File: src/rtl/core/ccrd_pkg.sv
`timescale 1ns / 1ps
// ----------------------------------------------------------------------------
// ccrd_pkg
// types and constants of the canonical cbor record decoder
// ----------------------------------------------------------------------------
package ccrd_pkg;

  // length of the device id and nonce byte strings
  localparam int unsigned ID_BYTES = 16;

  // result queue
  localparam int unsigned FIFO_DEPTH = 4;
  localparam int unsigned FIFO_AW    = $clog2(FIFO_DEPTH);
  localparam int unsigned FIFO_CW    = $clog2(FIFO_DEPTH + 1);

  // apb register map
  localparam int unsigned APB_AW = 3;
  localparam int unsigned APB_DW = 32;

  // cbor major types
  localparam logic [2:0] MAJOR_UINT = 3'd0;
  localparam logic [2:0] MAJOR_BSTR = 3'd2;
  localparam logic [2:0] MAJOR_MAP  = 3'd5;

  // additional info codes
  localparam logic [4:0] AI_INLINE_LIMIT = 5'd24;
  localparam logic [4:0] AI_ARG_U64      = 5'd27;

  localparam logic [7:0] VERSION_RESET = 8'd2;
  localparam logic [63:0] MAP_ENTRIES  = 64'd6;

  typedef enum logic [3:0] {
    STEP_MAP        = 4'd0,
    STEP_KEY0       = 4'd1,
    STEP_VERSION    = 4'd2,
    STEP_KEY1       = 4'd3,
    STEP_ID_LEN     = 4'd4,
    STEP_ID_DATA    = 4'd5,
    STEP_KEY2       = 4'd6,
    STEP_NONCE_LEN  = 4'd7,
    STEP_NONCE_DATA = 4'd8,
    STEP_KEY3       = 4'd9,
    STEP_CAP        = 4'd10,
    STEP_KEY4       = 4'd11,
    STEP_LIFE       = 4'd12,
    STEP_KEY5       = 4'd13,
    STEP_SEQ        = 4'd14,
    STEP_DONE       = 4'd15
  } schema_step_e;

  typedef enum logic [2:0] {
    KIND_VERSION    = 3'd0,
    KIND_DEVICE_ID  = 3'd1,
    KIND_NONCE      = 3'd2,
    KIND_CAPABILITY = 3'd3,
    KIND_LIFETIME   = 3'd4,
    KIND_SEQUENCE   = 3'd5,
    KIND_STATUS     = 3'd6
  } field_kind_e;

  typedef enum logic [2:0] {
    ST_OK        = 3'd0,
    ST_TRUNCATED = 3'd1,
    ST_NONMIN    = 3'd2,
    ST_TYPE      = 3'd3,
    ST_LENGTH    = 3'd4,
    ST_VERSION   = 3'd5,
    ST_TRAILING  = 3'd6,
    ST_OVERFLOW  = 3'd7
  } status_e;

  typedef enum logic [0:0] {
    REG_REQUIRED_VERSION = 1'b0
  } reg_index_e;

  typedef struct packed {
    field_kind_e kind;
    logic [3:0]  idx;
    logic [63:0] value;
    status_e     status;
    logic        record_end;
  } result_t;

endpackage

File: src/rtl/core/canonical_cbor_record_decoder.sv
`timescale 1ns / 1ps
// ----------------------------------------------------------------------------
// canonical_cbor_record_decoder
// byte-serial checker and field extractor for a fixed deterministic cbor record
// ----------------------------------------------------------------------------
//
// channel   direction  handshake                 payload
// input     in         in_valid_i / in_ready_o   data_byte_i, last_byte_i
// result    out        out_valid_o / out_ready_i field_kind_o, byte_index_o,
//                                                field_value_o, status_o,
//                                                record_end_o
// config    in         psel/penable/pwrite       paddr, pwdata, prdata, pready
//
// one byte is accepted per cycle while in_ready_o is high; its parse update
// is done in the cycle of the transfer and its results land in a four-entry
// result queue; the queue sends one result per cycle while out_ready_i is
// high, so a byte that yields a field and the closing status queues two results
// in_ready_o drops while the queue cannot take two more results
// asynchronous active-low reset clears the parse state and the queue and
// sets required_version to 2; no clearing pass follows reset
// the queue read side decides the output rate; stalls on out_ready_i fill
// the queue and, once it cannot take two more results, hold in_ready_o low
// ----------------------------------------------------------------------------
module canonical_cbor_record_decoder (
  input  logic                            clk_i,
  input  logic                            rst_ni,
  // byte input
  input  logic                            in_valid_i,
  output logic                            in_ready_o,
  input  logic [7:0]                      data_byte_i,
  input  logic                            last_byte_i,
  // result output
  output logic                            out_valid_o,
  input  logic                            out_ready_i,
  output logic [2:0]                      field_kind_o,
  output logic [3:0]                      byte_index_o,
  output logic [63:0]                     field_value_o,
  output logic [2:0]                      status_o,
  output logic                            record_end_o,
  // configuration
  input  logic                            psel,
  input  logic                            penable,
  input  logic                            pwrite,
  input  logic [ccrd_pkg::APB_AW-1:0]     paddr,
  input  logic [ccrd_pkg::APB_DW-1:0]     pwdata,
  output logic [ccrd_pkg::APB_DW-1:0]     prdata,
  output logic                            pready
);

  localparam logic [4:0] IdBytesC = 5'(ccrd_pkg::ID_BYTES);

  // configuration register
  logic [7:0] req_ver_q;

  // parse state
  ccrd_pkg::schema_step_e step_q, step_d;
  logic [3:0]  left_q, left_d;
  logic [3:0]  width_q, width_d;
  logic [63:0] acc_q, acc_d;
  logic [4:0]  cnt_q, cnt_d;
  logic        disc_q, disc_d;

  // result queue
  ccrd_pkg::result_t                  fifo_q [ccrd_pkg::FIFO_DEPTH];
  logic [ccrd_pkg::FIFO_AW-1:0]       wr_ptr_q, rd_ptr_q;
  logic [ccrd_pkg::FIFO_CW-1:0]       fcnt_q, fcnt_d;
  ccrd_pkg::result_t                  out_res;

  logic        in_fire, out_fire, cfg_wr;
  logic        fld_valid, stat_valid, val_valid;
  ccrd_pkg::result_t fld_res, stat_res, first_res;
  ccrd_pkg::status_e err;
  logic [63:0] val;
  logic [63:0] acc_shift;
  logic [3:0]  left_dec;
  logic [4:0]  info;
  logic [2:0]  major_exp;
  logic [1:0]  push_n;
  logic        nonmin;

  assign in_fire  = in_valid_i & in_ready_o;
  assign out_fire = out_valid_o & out_ready_i;

  // ---------------------------------------------------------------------------
  // apb register port, register decoded on the word address bit
  // ---------------------------------------------------------------------------
  assign pready = 1'b1;
  assign cfg_wr = psel & penable & pwrite &
                  (paddr[2] == ccrd_pkg::REG_REQUIRED_VERSION);
  assign prdata = (paddr[2] == ccrd_pkg::REG_REQUIRED_VERSION) ?
                  {{(ccrd_pkg::APB_DW - 8){1'b0}}, req_ver_q} : '0;

  always_ff @(posedge clk_i or negedge rst_ni) begin
    if (!rst_ni) begin
      req_ver_q <= ccrd_pkg::VERSION_RESET;
    end else if (cfg_wr) begin
      req_ver_q <= pwdata[7:0];
    end
  end

  // ---------------------------------------------------------------------------
  // byte parser
  // ---------------------------------------------------------------------------
  assign acc_shift = {acc_q[55:0], data_byte_i};
  assign left_dec  = left_q - 4'd1;
  assign info      = data_byte_i[4:0];

  // major type expected for a head at the current step
  always_comb begin
    unique case (step_q)
      ccrd_pkg::STEP_MAP:                                major_exp = ccrd_pkg::MAJOR_MAP;
      ccrd_pkg::STEP_ID_LEN, ccrd_pkg::STEP_NONCE_LEN:   major_exp = ccrd_pkg::MAJOR_BSTR;
      default:                                           major_exp = ccrd_pkg::MAJOR_UINT;
    endcase
  end

  // shortest-form rule on a completed argument carried in extra bytes
  assign nonmin = ((width_q == 4'd1) && (acc_shift < 64'd24)) ||
                  ((width_q == 4'd2) && (acc_shift <= 64'hff)) ||
                  ((width_q == 4'd4) && (acc_shift <= 64'hffff)) ||
                  ((width_q == 4'd8) && (acc_shift <= 64'hffff_ffff));

  always_comb begin
    step_d     = step_q;
    left_d     = left_q;
    width_d    = width_q;
    acc_d      = acc_q;
    cnt_d      = cnt_q;
    disc_d     = disc_q;
    fld_valid  = 1'b0;
    stat_valid = 1'b0;
    val_valid  = 1'b0;
    val        = '0;
    err        = ccrd_pkg::ST_OK;
    fld_res    = '{kind: ccrd_pkg::KIND_VERSION, idx: 4'd0, value: 64'd0,
                   status: ccrd_pkg::ST_OK, record_end: 1'b0};
    stat_res   = '{kind: ccrd_pkg::KIND_STATUS, idx: 4'd0, value: 64'd0,
                   status: ccrd_pkg::ST_OK, record_end: 1'b1};

    if (in_fire && !disc_q) begin
      if (step_q == ccrd_pkg::STEP_DONE) begin
        err = ccrd_pkg::ST_TRAILING;
      end else if (step_q == ccrd_pkg::STEP_ID_DATA ||
                   step_q == ccrd_pkg::STEP_NONCE_DATA) begin
        // string payload byte
        fld_valid     = 1'b1;
        fld_res.kind  = (step_q == ccrd_pkg::STEP_ID_DATA) ?
                        ccrd_pkg::KIND_DEVICE_ID : ccrd_pkg::KIND_NONCE;
        fld_res.idx   = cnt_q[3:0];
        fld_res.value = 64'(data_byte_i);
        cnt_d         = cnt_q + 5'd1;
        if (cnt_d >= IdBytesC) begin
          step_d = ccrd_pkg::schema_step_e'(step_q + 4'd1);
        end
      end else if (left_q == 4'd0) begin
        // head byte
        if (data_byte_i[7:5] != major_exp) begin
          err = ccrd_pkg::ST_TYPE;
        end else if (info < ccrd_pkg::AI_INLINE_LIMIT) begin
          val_valid = 1'b1;
          val       = 64'(info);
        end else if (info <= ccrd_pkg::AI_ARG_U64) begin
          width_d = 4'd1 << info[1:0];
          left_d  = 4'd1 << info[1:0];
          acc_d   = '0;
        end else begin
          err = ccrd_pkg::ST_TRUNCATED;
        end
      end else begin
        // argument byte, big endian
        acc_d  = acc_shift;
        left_d = left_dec;
        if (left_dec == 4'd0) begin
          if (nonmin) begin
            err = ccrd_pkg::ST_NONMIN;
          end else begin
            val_valid = 1'b1;
            val       = acc_shift;
          end
        end
      end

      // a complete argument checked against the layout
      if (val_valid) begin
        unique case (step_q)
          ccrd_pkg::STEP_MAP: begin
            if (val != ccrd_pkg::MAP_ENTRIES) err = ccrd_pkg::ST_TYPE;
          end
          ccrd_pkg::STEP_KEY0: if (val != 64'd0) err = ccrd_pkg::ST_TYPE;
          ccrd_pkg::STEP_KEY1: if (val != 64'd1) err = ccrd_pkg::ST_TYPE;
          ccrd_pkg::STEP_KEY2: if (val != 64'd2) err = ccrd_pkg::ST_TYPE;
          ccrd_pkg::STEP_KEY3: if (val != 64'd3) err = ccrd_pkg::ST_TYPE;
          ccrd_pkg::STEP_KEY4: if (val != 64'd4) err = ccrd_pkg::ST_TYPE;
          ccrd_pkg::STEP_KEY5: if (val != 64'd5) err = ccrd_pkg::ST_TYPE;
          ccrd_pkg::STEP_VERSION: begin
            if (val != 64'(req_ver_q)) begin
              err = ccrd_pkg::ST_VERSION;
            end else begin
              fld_valid     = 1'b1;
              fld_res.kind  = ccrd_pkg::KIND_VERSION;
              fld_res.value = val;
            end
          end
          ccrd_pkg::STEP_ID_LEN, ccrd_pkg::STEP_NONCE_LEN: begin
            if (val != 64'(ccrd_pkg::ID_BYTES)) begin
              err = ccrd_pkg::ST_LENGTH;
            end else begin
              cnt_d = '0;
            end
          end
          ccrd_pkg::STEP_CAP, ccrd_pkg::STEP_LIFE: begin
            if (val > 64'hffff_ffff) begin
              err = ccrd_pkg::ST_OVERFLOW;
            end else begin
              fld_valid     = 1'b1;
              fld_res.kind  = (step_q == ccrd_pkg::STEP_CAP) ?
                              ccrd_pkg::KIND_CAPABILITY : ccrd_pkg::KIND_LIFETIME;
              fld_res.value = val;
            end
          end
          ccrd_pkg::STEP_SEQ: begin
            fld_valid     = 1'b1;
            fld_res.kind  = ccrd_pkg::KIND_SEQUENCE;
            fld_res.value = val;
          end
          default: err = ccrd_pkg::ST_TYPE;
        endcase
        if (err == ccrd_pkg::ST_OK) begin
          step_d = ccrd_pkg::schema_step_e'(step_q + 4'd1);
        end
      end

      // closing status: on error, or on the last byte of the record
      if (err != ccrd_pkg::ST_OK) begin
        stat_valid      = 1'b1;
        stat_res.status = err;
        disc_d          = 1'b1;
      end else if (last_byte_i) begin
        stat_valid      = 1'b1;
        stat_res.status = (step_d == ccrd_pkg::STEP_DONE) ?
                          ccrd_pkg::ST_OK : ccrd_pkg::ST_TRUNCATED;
      end
    end

    // last byte always returns the parser to its reset state
    if (in_fire && last_byte_i) begin
      step_d  = ccrd_pkg::STEP_MAP;
      left_d  = '0;
      width_d = '0;
      acc_d   = '0;
      cnt_d   = '0;
      disc_d  = 1'b0;
    end
  end

  always_ff @(posedge clk_i or negedge rst_ni) begin
    if (!rst_ni) begin
      step_q  <= ccrd_pkg::STEP_MAP;
      left_q  <= '0;
      width_q <= '0;
      acc_q   <= '0;
      cnt_q   <= '0;
      disc_q  <= 1'b0;
    end else begin
      step_q  <= step_d;
      left_q  <= left_d;
      width_q <= width_d;
      acc_q   <= acc_d;
      cnt_q   <= cnt_d;
      disc_q  <= disc_d;
    end
  end

  // ---------------------------------------------------------------------------
  // result queue: field result first, then the status
  // ---------------------------------------------------------------------------
  assign push_n    = {1'b0, fld_valid} + {1'b0, stat_valid};
  assign first_res = fld_valid ? fld_res : stat_res;
  assign fcnt_d    = fcnt_q + ccrd_pkg::FIFO_CW'(push_n)
                   - ccrd_pkg::FIFO_CW'(out_fire);

  assign in_ready_o  = fcnt_q <= ccrd_pkg::FIFO_CW'(ccrd_pkg::FIFO_DEPTH - 2);
  assign out_valid_o = fcnt_q != '0;

  always_ff @(posedge clk_i) begin
    if (push_n != 2'd0) begin
      fifo_q[wr_ptr_q] <= first_res;
    end
    if (push_n == 2'd2) begin
      fifo_q[wr_ptr_q + ccrd_pkg::FIFO_AW'(1)] <= stat_res;
    end
  end

  always_ff @(posedge clk_i or negedge rst_ni) begin
    if (!rst_ni) begin
      wr_ptr_q <= '0;
      rd_ptr_q <= '0;
      fcnt_q   <= '0;
    end else begin
      wr_ptr_q <= wr_ptr_q + ccrd_pkg::FIFO_AW'(push_n);
      if (out_fire) begin
        rd_ptr_q <= rd_ptr_q + ccrd_pkg::FIFO_AW'(1);
      end
      fcnt_q <= fcnt_d;
    end
  end

  assign out_res       = fifo_q[rd_ptr_q];
  assign field_kind_o  = out_res.kind;
  assign byte_index_o  = out_res.idx;
  assign field_value_o = out_res.value;
  assign status_o      = out_res.status;
  assign record_end_o  = out_res.record_end;

  // ---------------------------------------------------------------------------
  // assertions
  // ---------------------------------------------------------------------------
`ifndef NO_ASSERTIONS
  // queue never overfills
  a_fifo_bound: assert property (@(posedge clk_i) disable iff (!rst_ni)
    fcnt_q <= ccrd_pkg::FIFO_CW'(ccrd_pkg::FIFO_DEPTH))
    else $error("result queue overflow");

  // a last byte leaves the parser in its reset state
  a_last_clears: assert property (@(posedge clk_i) disable iff (!rst_ni)
    (in_fire && last_byte_i) |=> (step_q == ccrd_pkg::STEP_MAP && !disc_q &&
                                  left_q == 4'd0 && cnt_q == 5'd0))
    else $error("parse state not cleared after last byte");

  // bytes after an error yield nothing
  a_discard_silent: assert property (@(posedge clk_i) disable iff (!rst_ni)
    (in_fire && disc_q) |-> (push_n == 2'd0))
    else $error("result produced while discarding");

  // record_end marks exactly the status results
  a_end_is_status: assert property (@(posedge clk_i) disable iff (!rst_ni)
    out_valid_o |-> (record_end_o == (field_kind_o == ccrd_pkg::KIND_STATUS)))
    else $error("record_end and status kind disagree");
`endif

endmodule

File: config.mk
export PLATFORM = sky130hd
export DESIGN_NAME = canonical_cbor_record_decoder
export DESIGN_NICKNAME = d
export VERILOG_FILES = /design/src/rtl/core/ccrd_pkg.sv /design/src/rtl/core/canonical_cbor_record_decoder.sv
export SDC_FILE = /design/constraint.sdc
export NUM_CORES = 1
export LEC_CHECK = 0
export BUFFER_PORTS_ARGS = -buffer_cell sky130_fd_sc_hd__buf_2
export CAP_MARGIN = 10
export CORE_UTILIZATION = 40
export DETAILED_ROUTE_END_ITERATION = 7
export SETUP_SLACK_MARGIN = 0.2
export SLEW_MARGIN = 20
export SYNTH_ARGS = -nofsm -noshare
export SYNTH_HDL_FRONTEND = slang
export SYNTH_SLANG_ARGS = --single-unit
File: constraint.sdc
create_clock -name clk_i -period 6 [get_ports clk_i]
set_input_delay 0.6 -clock clk_i [delete_from_list [all_inputs] [get_ports clk_i]]
set_output_delay 0.6 -clock clk_i [all_outputs]
set_load 0.01 [all_outputs]
==> impl_metrics.csv <==
group,metric,value,unit
detailed_routing,num_vias,12228,
setup_path,worstPathMaxFanout,8,
timing,slew_headroom,36.5,%
detailed_routing,totalWireLength,45.1,mm
placement,dpl.cell_count,1961,
power_and_ir_drop,p_leak,7.72,nW
placement,place.gp.congestion,0.909,
setup_path,end_kind,"flop",
timing,setup_viol,0,
global_route,groute.usage.overall,21.7,%
final_layout,seqCellArea,0.00836,mm²
global_route,use_met3,3.72,%
synthesis,ys_seq_area_share,50.5,%
final_layout,fin_nets,1542,
global_route,grt_pass1_vias,12008,
die,rows,74,
timing,finalHoldViolCount,0,
synthesis,synth_area,0.0165,mm²
clock_network,h-tree-depth,2,
setup_path,worst_path_max_delay_cell,"or3b_1",
final_layout,layout-drive-gt1-share,20.7,%
global_route,antenna_found_initial,0,
setup_path,cp_num_buf_inv,3,
timing,fin_setup_tns,0,ps
global_route,grt_max_degree,72,
synthesis,syn_inst,1412,
timing,rsz0062_at_grt,"no",
timing,tightest_slew,953,ps
synthesis,synth_cell_types,86,
final_layout,syn_to_final_growth,14.6,%
detailed_routing,drt_iter0_markers,1195,
timing,setup_ws,609,ps
setup_path,cp_slowest_stage_delay,560,ps
clock_network,cts_tree,"built",
setup_path,startpoint_type,"flop",
clock_network,postCtsSetupBuffers,0,
setup_path,cp_data_arrival_time,5850,ps
placement,io_buffers,109,
timing,slew_violations,0,
placement,place_area,0.0175,mm²
synthesis,synth_top_cell_area_share,34.9,%
power_and_ir_drop,p_per_area,405,mW/mm²
synthesis,synth_top_cell_by_area,"dfxtp_1",
global_route,grt_use_met1,29.9,%
clock_network,clk_path_buf_depth,3,
synthesis,yosys_warnings,0,
setup_path,crit_required,6460,ps
detailed_routing,drtPass1Iterations,5,
detailed_routing,drt-wirelength-per-cell,22.1,µm
detailed_routing,route.detailed.drc,0,
clock_network,cts_buffers,44,
final_layout,n_antenna_cell,0,
clock_network,clockRootBuffer,"clkbuf_16",
die,die_area,0.0421,mm²
final_layout,multi_input_area,0.00758,mm²
global_route,top_usage_layer,"met2",
run_status,outcome,"complete, no violations",
timing,fmax,186,MHz
synthesis,ys.flop_type,"dfxtp_1",
clock_network,clock_sinks,389,
hold_path,hold_class,"input port to flop",
power_and_ir_drop,ir_drop,0.286,mV
placement,pre_cts_slack,283,ps
detailed_routing,antenna_left,0,
placement,dp_hpwl,27.3,mm
job,cap_violations,0,
setup_path,worstSetupPathType,"flop to flop",
synthesis,async_flop_share,22.9,%
global_route,grt-ovfl-total,0,
die,io_pins,161,
final_layout,fin_cells,2044,
timing,fin_worst_skew,21.1,ps
timing,min_period,5390,ps
final_layout,nFillCells,3706,
global_route,grt_pass1_wl,71.0,mm
die,core_area,0.0408,mm²
timing,finalCritPeriodShare,89.8,%
synthesis,synth_edf_count,12,
clock_network,insertion_delay,580,ps
die,dieWidth,205,µm
setup_path,crit_chain,"inv_1 -> ha_1 -> or3b_1 -> a2111oi_4 -> nand4_4 -> a2111oi_4 -> o21ai_1 -> a32oi_2 -> nand4_2 -> a2111oi_2 -> nor2_1 -> o21ai_1 -> inv_1 -> ha_1 -> inv_1 -> ha_1 -> fa_1 -> xor2_1 -> xnor2_1",
detailed_routing,viasPerCell,5.98,
setup_path,path_delay_family,"compound AO/OA/AOI/OAI gates",
synthesis,ys_ff_latch,389,
final_layout,finalInstanceArea,0.0189,mm²
global_route,use_met2,35.1,%
timing,whs,268,ps
die,dieHeight,205,µm
clock_network,cts.reportedPaths.clkPinSlew,60,ps
synthesis,avgSynthCellArea,11.7,µm²
die,initial_core_util,40.5,%
synthesis,synthTopCellsByArea,"dfxtp_1 (35%), a22o_1 (16%), dfrtp_1 (13%), mux4_2 (10%), edfxtp_1 (2.2%)",
## where the power goes
part / internal, mW / switching (mW) / total [mW] / leakage [nW]
Sequential: 2.76 / 0.272 / 3.03 / 3.62
Combinational: 0.761 / 1.31 / 2.07 / 3.43
Clock: 1.50 / 1.08 / 2.57 / 0.664
## per-stage QoR
stage	power (mW)	util, %
after floorplan	4.49	-
after global placement	5.12	42.8
after detailed placement	5.13	42.8
after CTS	7.71	46.3
after global routing	8.06	46.4
final	7.67	46.4
## synth_stat cells (11+ instances only)
| library cell | instances |
|---|---|
| a22o_1 | 296 |
| dfxtp_1 | 288 |
| dfrtp_1 | 88 |
| clkbuf_1 | 84 |
| nand2_1 | 79 |
| mux4_2 | 75 |
| nor2_1 | 54 |
| o21ai_0 | 53 |
| inv_1 | 30 |
| a21oi_1 | 25 |
| buf_4 | 25 |
| buf_2 | 21 |
| nor4_1 | 20 |
| nand3_1 | 18 |
| ha_1 | 14 |
| a32o_1 | 12 |
| edfxtp_1 | 12 |
| nor2b_1 | 11 |
## cell usage in the layout, fill, tap and decap left out, types with 24 or more instances in the layout
cell       Yosys  layout
dfxtp_1      288     288
a21oi_1       25      25
clkbuf_16      0      46
inv_1         30      30
clkbuf_1      84      24
o21ai_0       53      53
a22o_1       296     296
dfrtp_1       88      86
conb_1         2      25
nor2_1        54      51
nand2_1       79      78
buf_2         21     108
mux4_2        75      75
## final timing paths
| kind | slack, ps | cells past startpoint | start | endpoint |
|---|---|---|---|---|
| setup / recovery | 610 | 19 | left_q[0] | fcnt_q[2] |
| hold / removal | 270 | 2 | pwdata[4] | req_ver_q[4] |
| setup reg to reg | 610 | 19 | left_q[0] | fcnt_q[2] |
| hold reg to reg | 450 | 2 | fifo_q[2][69] | fifo_q[2][69] |
| max in group asynchronous | 4320 | 3 | rst_ni | acc_q[51] |
| min in group asynchronous | 460 | 2 | rst_ni | req_ver_q[6] |
## routing by layer
metal	share of wire (%)	vias up
met5	0	-
met4	1.9	0
met3	5.4	63
met2	48	368
met1	45	6238
li1	-	5559
## cells by family (layout without fill, tap and decap cells)
group / after synthesis / in the layout / synth area share [%]
buf+inv: 169 / 246 / 4.65
simple gates: 259 / 259 / 8.18
fa+ha+maj: 15 / 15 / 1.18
other cells: 2 / 25 / 0.0454
flops: 389 / 389 / 50.5
compound gates: 474 / 474 / 23.4
xor+xnor: 12 / 12 / 0.636
mux: 92 / 92 / 11.4
## area by class of cell
type | instances | share of cell area, %
clock buffers | 73 | 6.71
clock inverters | 9 | 0.594
inverters | 30 | 0.594
multi-input cells | 877 | 40.0
flip-flops and latches | 389 | 44.1
well taps | 532 | 3.51
repair buffers | 134 | 4.41
## what timing repair did
action,CTS,global route
setup endpoints to repair,0,267
resized for setup,0,11
hold buffers,1,0
hold endpoints to repair,18,0
## flip-flops by register name, indices dropped and copies added, names as in the netlist
signal     count
width_q        4
left_q         4
acc_q         56
fcnt_q         3
disc_q         1
fifo_q       300
rd_ptr_q       2
step_q         4
cnt_q          5
wr_ptr_q       2
req_ver_q      8
Note: power is estimated with default switching activity, not from simulation.
